`config.mk`:
```
export PLATFORM = sky130hd
export DESIGN_NAME = positional_list_engine
export DESIGN_NICKNAME = d
export VERILOG_FILES = /design/src/hw/rtl/ple_pkg.sv /design/src/hw/rtl/ple_cell.sv /design/src/hw/rtl/positional_list_engine.sv
export SDC_FILE = /design/constraint.sdc
export NUM_CORES = 1
export LEC_CHECK = 0
export ABC_AREA = 1
export BUFFER_PORTS_ARGS = -buffer_cell sky130_fd_sc_hd__buf_2
export CAP_MARGIN = 20
export CORE_MARGIN = 2
export CORE_UTILIZATION = 51
export CTS_BUF_LIST = sky130_fd_sc_hd__clkbuf_8 sky130_fd_sc_hd__clkbuf_16
export DETAILED_ROUTE_END_ITERATION = 6
export GPL_ROUTABILITY_DRIVEN = 0
export PLACE_DENSITY = 0.67
export SYNTH_ARGS = -nofsm -noshare
export SYNTH_HDL_FRONTEND = slang
export SYNTH_SLANG_ARGS = --single-unit
export TNS_END_PERCENT = 5
```
`constraint.sdc`:
```
create_clock -name clock -period 11.55 [get_ports clock]
set_input_delay 2.31 -clock clock [delete_from_list [all_inputs] [get_ports clock]]
set_output_delay 2.31 -clock clock [all_outputs]
set_load 0.03 [all_outputs]
```
`src/hw/rtl/ple_pkg.sv`:
```
// package with request and response types, codes and defaults for the positional list engine
`timescale 1ns / 1ps

package ple_pkg;

   localparam int PLE_CAPACITY = 16;

   localparam logic [1:0] OP_READ   = 2'd0;
   localparam logic [1:0] OP_INSERT = 2'd1;
   localparam logic [1:0] OP_REMOVE = 2'd2;

   localparam logic [1:0] ST_OK    = 2'd0;
   localparam logic [1:0] ST_RANGE = 2'd1;
   localparam logic [1:0] ST_FULL  = 2'd2;

   typedef struct packed {
      logic [1:0]         req_type;
      logic [4:0]         position;
      logic signed [31:0] item_value;
   } ple_req_type;

   typedef struct packed {
      logic signed [31:0] result_value;
      logic [4:0]         entry_count;
      logic [1:0]         status;
   } ple_rsp_type;

   typedef struct packed {
      logic               insert_en;
      logic               remove_en;
      logic [4:0]         pos;
      logic signed [31:0] item;
   } ple_cell_ctrl_type;

endpackage

```
`src/hw/rtl/ple_cell.sv`:
```
// one list cell: holds one entry and shifts with its neighbors on insert and remove
`timescale 1ns / 1ps

module ple_cell #(
   parameter int IDX = 0
) (
   input  logic                       clock,
   input  ple_pkg::ple_cell_ctrl_type ctrl,
   input  logic signed [31:0]         lower_data,
   input  logic signed [31:0]         upper_data,
   output logic signed [31:0]         data,
   output logic signed [31:0]         read_data
);
   import ple_pkg::*;

   logic signed [31:0] data_ff;
   logic signed [31:0] data_in;
   logic               at_pos;
   logic               above_pos;

   assign at_pos    = (IDX == int'(ctrl.pos));
   assign above_pos = (IDX > int'(ctrl.pos));

   always_comb begin
      data_in = data_ff;
      if (ctrl.insert_en) begin
         if (at_pos) begin
            data_in = ctrl.item;
         end else if (above_pos) begin
            data_in = lower_data;
         end
      end else if (ctrl.remove_en) begin
         if (at_pos || above_pos) begin
            data_in = upper_data;
         end
      end
   end

   always_ff @(posedge clock) begin
      data_ff <= data_in;
   end

   assign data      = data_ff;
   assign read_data = at_pos ? data_ff : 32'sd0;

endmodule

```
`src/hw/rtl/positional_list_engine.sv`:
```
// top level of the positional list engine: count, decode, cell row and response register
//
// usage
//   request channel req_valid / req_stall / req_data carries one operation:
//   read, insert or remove at a zero-based position. response channel
//   rsp_valid / rsp_stall / rsp_data returns one response per request with
//   the item read or removed, the count after the request and a status.
//   rsp_valid rises in the cycle after acceptance; one request can be
//   accepted every cycle unless a response waits under rsp_stall, as the
//   cells from the position up load in parallel from a neighbor or the item.
//   a read or remove at a position not below the count returns a range
//   status; an insert into a full list returns a full status; the list is
//   unchanged in both cases. an insert past the end lands at the end.
//   reset empties the list and drops any pending response; cell contents
//   are not cleared and are never read before written.
//   while a response waits under rsp_stall, req_stall is high and no new
//   request is taken; the response and list stay unchanged.
`timescale 1ns / 1ps

module positional_list_engine #(
   parameter int CAPACITY = ple_pkg::PLE_CAPACITY
) (
   input  logic                 clock,
   input  logic                 reset,
   input  logic                 req_valid,
   output logic                 req_stall,
   input  ple_pkg::ple_req_type req_data,
   output logic                 rsp_valid,
   input  logic                 rsp_stall,
   output ple_pkg::ple_rsp_type rsp_data
);
   import ple_pkg::*;

   localparam int CW = $clog2(CAPACITY + 1);
   localparam int PW = (CW > 5) ? CW : 5;

   logic [CW-1:0]      count_ff;
   logic [CW-1:0]      count_in;
   logic               rsp_valid_ff;
   logic               rsp_valid_in;
   ple_rsp_type        rsp_data_ff;
   ple_rsp_type        rsp_data_in;

   logic               accept;
   logic               is_insert;
   logic               is_remove;
   logic [PW-1:0]      pos_x;
   logic [PW-1:0]      cnt_x;
   logic [PW-1:0]      cnt_next_x;
   logic               full;
   logic               in_range;
   logic               insert_ok;
   logic               remove_ok;
   logic [4:0]         insert_pos;
   ple_cell_ctrl_type  ctrl;

   logic signed [31:0] cell_data [CAPACITY];
   logic [31:0]        cell_read [CAPACITY];
   logic [31:0]        sel_data;

   assign accept    = req_valid && !req_stall;
   assign req_stall = rsp_valid_ff && rsp_stall;

   assign is_insert = (req_data.req_type == OP_INSERT);
   assign is_remove = (req_data.req_type == OP_REMOVE);
   assign pos_x     = PW'(req_data.position);
   assign cnt_x     = PW'(count_ff);
   assign full      = (count_ff == CW'(CAPACITY));
   assign in_range  = (pos_x < cnt_x);
   assign insert_ok = is_insert && !full;
   assign remove_ok = is_remove && in_range;

   // count is below a position of at most 31 here, so it fits
   assign insert_pos = (pos_x > cnt_x) ? cnt_x[4:0] : req_data.position;

   always_comb begin
      ctrl.insert_en = accept && insert_ok;
      ctrl.remove_en = accept && remove_ok;
      ctrl.pos       = is_insert ? insert_pos : req_data.position;
      ctrl.item      = req_data.item_value;
   end

   for (genvar g = 0; g < CAPACITY; g++) begin : g_cell
      logic signed [31:0] lower;
      logic signed [31:0] upper;
      logic signed [31:0] rd;

      if (g == 0) begin : g_first
         assign lower = 32'sd0;
      end else begin : g_mid_lo
         assign lower = cell_data[g-1];
      end
      if (g == CAPACITY - 1) begin : g_last
         assign upper = cell_data[g];
      end else begin : g_mid_hi
         assign upper = cell_data[g+1];
      end

      ple_cell #(
         .IDX(g)
      ) u_cell (
         .clock     (clock),
         .ctrl      (ctrl),
         .lower_data(lower),
         .upper_data(upper),
         .data      (cell_data[g]),
         .read_data (rd)
      );

      assign cell_read[g] = rd;
   end

   always_comb begin
      sel_data = '0;
      for (int i = 0; i < CAPACITY; i++) begin
         sel_data = sel_data | cell_read[i];
      end
   end

   always_comb begin
      count_in = count_ff;
      if (ctrl.insert_en) begin
         count_in = count_ff + CW'(1);
      end else if (ctrl.remove_en) begin
         count_in = count_ff - CW'(1);
      end
   end

   assign cnt_next_x = PW'(count_in);

   always_comb begin
      rsp_data_in.entry_count  = cnt_next_x[4:0];
      rsp_data_in.result_value = 32'sd0;
      rsp_data_in.status       = ST_OK;
      priority if (is_insert) begin
         if (full) begin
            rsp_data_in.status = ST_FULL;
         end
      end else if (!in_range) begin
         rsp_data_in.status = ST_RANGE;
      end else begin
         rsp_data_in.result_value = sel_data;
      end
   end

   assign rsp_valid_in = accept || (rsp_valid_ff && rsp_stall);

   always_ff @(posedge clock) begin
      if (reset) begin
         count_ff     <= '0;
         rsp_valid_ff <= 1'b0;
      end else begin
         count_ff     <= count_in;
         rsp_valid_ff <= rsp_valid_in;
      end
   end

   always_ff @(posedge clock) begin
      if (accept) begin
         rsp_data_ff <= rsp_data_in;
      end
   end

   assign rsp_valid = rsp_valid_ff;
   assign rsp_data  = rsp_data_ff;

   a_count_bound : assert property (@(posedge clock) disable iff (reset)
      count_ff <= CW'(CAPACITY))
      else $error("list count above capacity");

   a_accept_gives_rsp : assert property (@(posedge clock) disable iff (reset)
      accept |=> rsp_valid_ff)
      else $error("accepted request produced no response");

   a_count_holds : assert property (@(posedge clock) disable iff (reset)
      !accept |=> $stable(count_ff))
      else $error("count changed without a request");

   a_error_zero : assert property (@(posedge clock) disable iff (reset)
      rsp_valid_ff && (rsp_data_ff.status != ST_OK) |-> rsp_data_ff.result_value == 32'sd0)
      else $error("error response carries a value");

   a_full_no_change : assert property (@(posedge clock) disable iff (reset)
      accept && is_insert && full |=> $stable(count_ff))
      else $error("insert into full list changed count");

endmodule
```
==> impl_metrics.csv <==
group,metric,value,unit
status,run_status,"complete, but fails checks",
status,failed_checks,"DRC",
timing,clock.fmax,147,MHz
clock_tree,clock_tree.buffer_depth,3,
placement,dp.final_hpwl,60900,µm
setup_path,timing.critical_path.buf_inv,4,
clock_tree,cts_made_buffers,66,
setup_path,critPathArrivalTime,7.03,ns
floorplan,core-area,64100,µm²
placement,dpl_cell_area,33300,µm²
floorplan,die_x,258,µm
setup_path,critPathTopFamily,"simple AND/OR/NAND/NOR gates",
finish,mostFrequentLayoutCells,"edfxtp_1, nand2_1, nand3_1",
route,detailroute.via_count,29800,
timing,total_negative_setup_slacks,0,ns
clock_tree,cts_root_buf,"clkbuf_16",
placement,numPortBuffers,83,
floorplan,die_area,66500,µm²
synth,synth-edff-count,551,
synth,postSynthRegisterBits,557,
floorplan,initial_core_util,51.2,%
setup_path,critPathCaptureType,"register",
synth,synth_sequential_area_ratio,50.7,%
global_routing,grt_overflow,0,
route,drt.antenna.violating_nets,0,
setup_path,critical_path.max_stage_delay,0.85,ns
finish,post_route_cells_drive_above_1_share,7.28,%
route,first_pass_iters,7,
hold_path,hold_class,"reg2reg",
synth,ys.flop_type,"edfxtp_1",
setup_path,worst_r2r_path_depth,15,
clock_tree,cts-resized-gates,0,
finish,fillCellCount,6044,
finish,layout_commonest_cell,"edfxtp_1",
route,routed_wirelength,112000,µm
floorplan,ios,84,
synth,synthesis.area,32800,µm²
setup_path,crit_chain,"buf_2 -> ha_1 -> nand2_2 -> inv_1 -> nand2_1 -> nand3_2 -> nand2_2 -> nand2_1 -> nand2_2 -> nand2_1 -> nor2_4 -> buf_4 -> nand2_4 -> a21oi_4 -> buf_4",
synth,postSynth.asyncResetShare,0,%
clock_tree,clock_insertion_delay_worst_skew,0.62,ns
finish,finish.net_count,3955,
timing,fin_ws,4.74,ns
timing,worst_slew_margin_rel,13.2,%
floorplan,dieHeight,258,µm
run,maxCapViolations,0,
pwr,worst_ir_drop_vdd,0.0000910,V
synth,synthesis.area_per_instance,8.12,µm²
clock_tree,numClockSinks,557,
pwr,power_per_cell_area,140,nW/µm²
setup_path,worstReg2RegEnd,"g_cell[4].u_cell.data[14]",
clock_tree,htreeDepth,3,
hold_path,timing.hold.worst.start,"rsp_valid",
timing,final-hold-violation-count,0,
setup_path,crit_type,"in2reg",
global_routing,grt_total_usage,32.9,%
timing,period_share,59.0,%
setup_path,cp_data_required_time,11.77,ns
clock_tree,holdBufCountCts,0,
synth,postSynthCellCount,4046,
clock_tree,clk_pin_slew,0.06,ns
timing,tightestPinTransition,1.30,ns
global_routing,via_count_of_the_first_global_routing_pass,27400,
synth,yosys.cell_types.count,35,
timing,setup_viol,0,
setup_path,critical_path.max_fanout,65,
route,post-route-drc-count,2,
setup_path,element_type_at_the_critical_path_start,"input pin",
timing,hold-worst-slack,0.480,ns
setup_path,worstReg2RegStart,"cnt_x[2]",
floorplan,fp-row-count,93,
finish,flow.area_growth_from_synthesis,7.51,%
timing,pins_over_slew_limit,0,
synth,syn-num-nets,4096,
clock_tree,cts_tree,"built",
pwr,post-layout-total-power,4.94,mW
global_routing,largest_net_degree_at_the_start_of_global_routing,266,
clock_tree,cts_setup_buffers,0,
placement,dp_worst_setup_slack,4.25,ns
route,drt_first_iter_violations,4308,
route,wl_per_cell,23.2,µm
finish,design_area,35300,µm²
global_routing,antenna_found_initial,3,
route,viasPerCell,6.18,
hold_path,holdPathEnd,"rsp_valid",
pwr,static_power_due_to_leakage,14.7,nW
hold_path,holdPathStages,2,
setup_path,cp_max_stage_cell,"buf_4",
timing,finalWorstPathRequiredPeriod,6.81,ns
timing,finClkSkew,0.0261,ns
synth,yosysWarnings,0,
setup_path,setup.reg_to_reg.worst_slack,5.93,ns
global_routing,first_pass_grt_wire_length,167000,µm
timing,grt_setup_unrepaired,"false",
-- synthesized netlist by cell type (5+ instances only) --
library cell / count / share of area (%)
buf_4: 30 / 0.69
a21oi_1: 420 / 6.4
dfxtp_1: 6 / 0.37
nand2_1: 524 / 6.0
o22ai_1: 32 / 0.61
nor2_1: 240 / 2.7
nand3_2: 5 / 0.15
buf_2: 108 / 1.6
o21bai_1: 32 / 0.73
nor2_4: 7 / 0.24
nor2_2: 5 / 0.095
edfxtp_1: 551 / 50
buf_1: 48 / 0.55
o21ai_0: 455 / 6.9
nand3_1: 518 / 7.9
inv_1: 477 / 5.5
ha_1: 7 / 0.27
nand2_4: 9 / 0.31
buf_6: 14 / 0.48
clkbuf_1: 145 / 1.7
o21ai_1: 380 / 5.8
nand2_2: 10 / 0.19
-- where the power goes --
group	total [mW]	internal [mW]	leakage, nW	switching [mW]
Sequential	2.32	2.29	5.08	0.0261
Combinational	0.665	0.133	8.60	0.532
Clock	1.96	1.08	1.04	0.874
Total	4.94	3.51	14.7	1.43
-- sequential cells by signal, summed over array words and instances, names as in the netlist --
signal              count
cnt_x                   5
g_cell.u_cell.data    512
rsp_data               39
rsp_valid               1
-- per-layer routing --
metal	GRT usage [%]	part of all wire, %	vias to the layer above
met5	0	0	-
met3	6.40	12	279
met1	46.0	40	14000
met4	12.7	3.7	0
li1	-	-	13700
met2	50.7	44	1846
-- metrics by stage --
step                      utilization (%)  std cells
after floorplan                         -       4046
final                                55.1       4816
after detailed placement             52.0       4692
after global routing                 55.1       4815
after CTS                            55.1       4812
after global placement               52.0       4692
-- kinds of logic after synthesis --
| family | synth area share (%) |
|---|---|
| flops | 50.7 |
| simple gates | 17.8 |
| compound gates | 20.6 |
| buf+inv | 10.5 |
| fa+ha+maj | 0.267 |
| xor+xnor | 0.107 |
-- worst min-delay path: cells and delay by family, from the launching register on --
kind	cells	cell delay [ns]
flip-flops	1	0.30
AND/OR/NAND/NOR	1	0.07
AO/OA/AOI/OAI	1	0.06
-- worst max-delay path by stage --
stage                       from                   endpoint  cells after the start
detailed placement  req_data[36]  g_cell[4].u_cell.data[18]                     15
finish              req_data[36]  g_cell[4].u_cell.data[14]                     15
global placement    req_data[36]  g_cell[4].u_cell.data[18]                     15
floorplan              rsp_stall   g_cell[5].u_cell.data[0]                     11
CTS                 req_data[36]  g_cell[4].u_cell.data[20]                     15
global route        req_data[36]  g_cell[4].u_cell.data[19]                     15
-- area by class of cell --
type                    count  area (µm²)  share of cell area [%]
well taps                 855        1070                    3.03
clock buffers              68        1690                    4.79
repair buffers            137         833                    2.36
inverters                 482        1820                    5.17
clock inverters            52         282                   0.797
flip-flops and latches    557       16700                    47.2
diodes                      4        10.0                  0.0283
multi-input cells        2661       12900                    36.6
(Power assumes the default switching activity.)
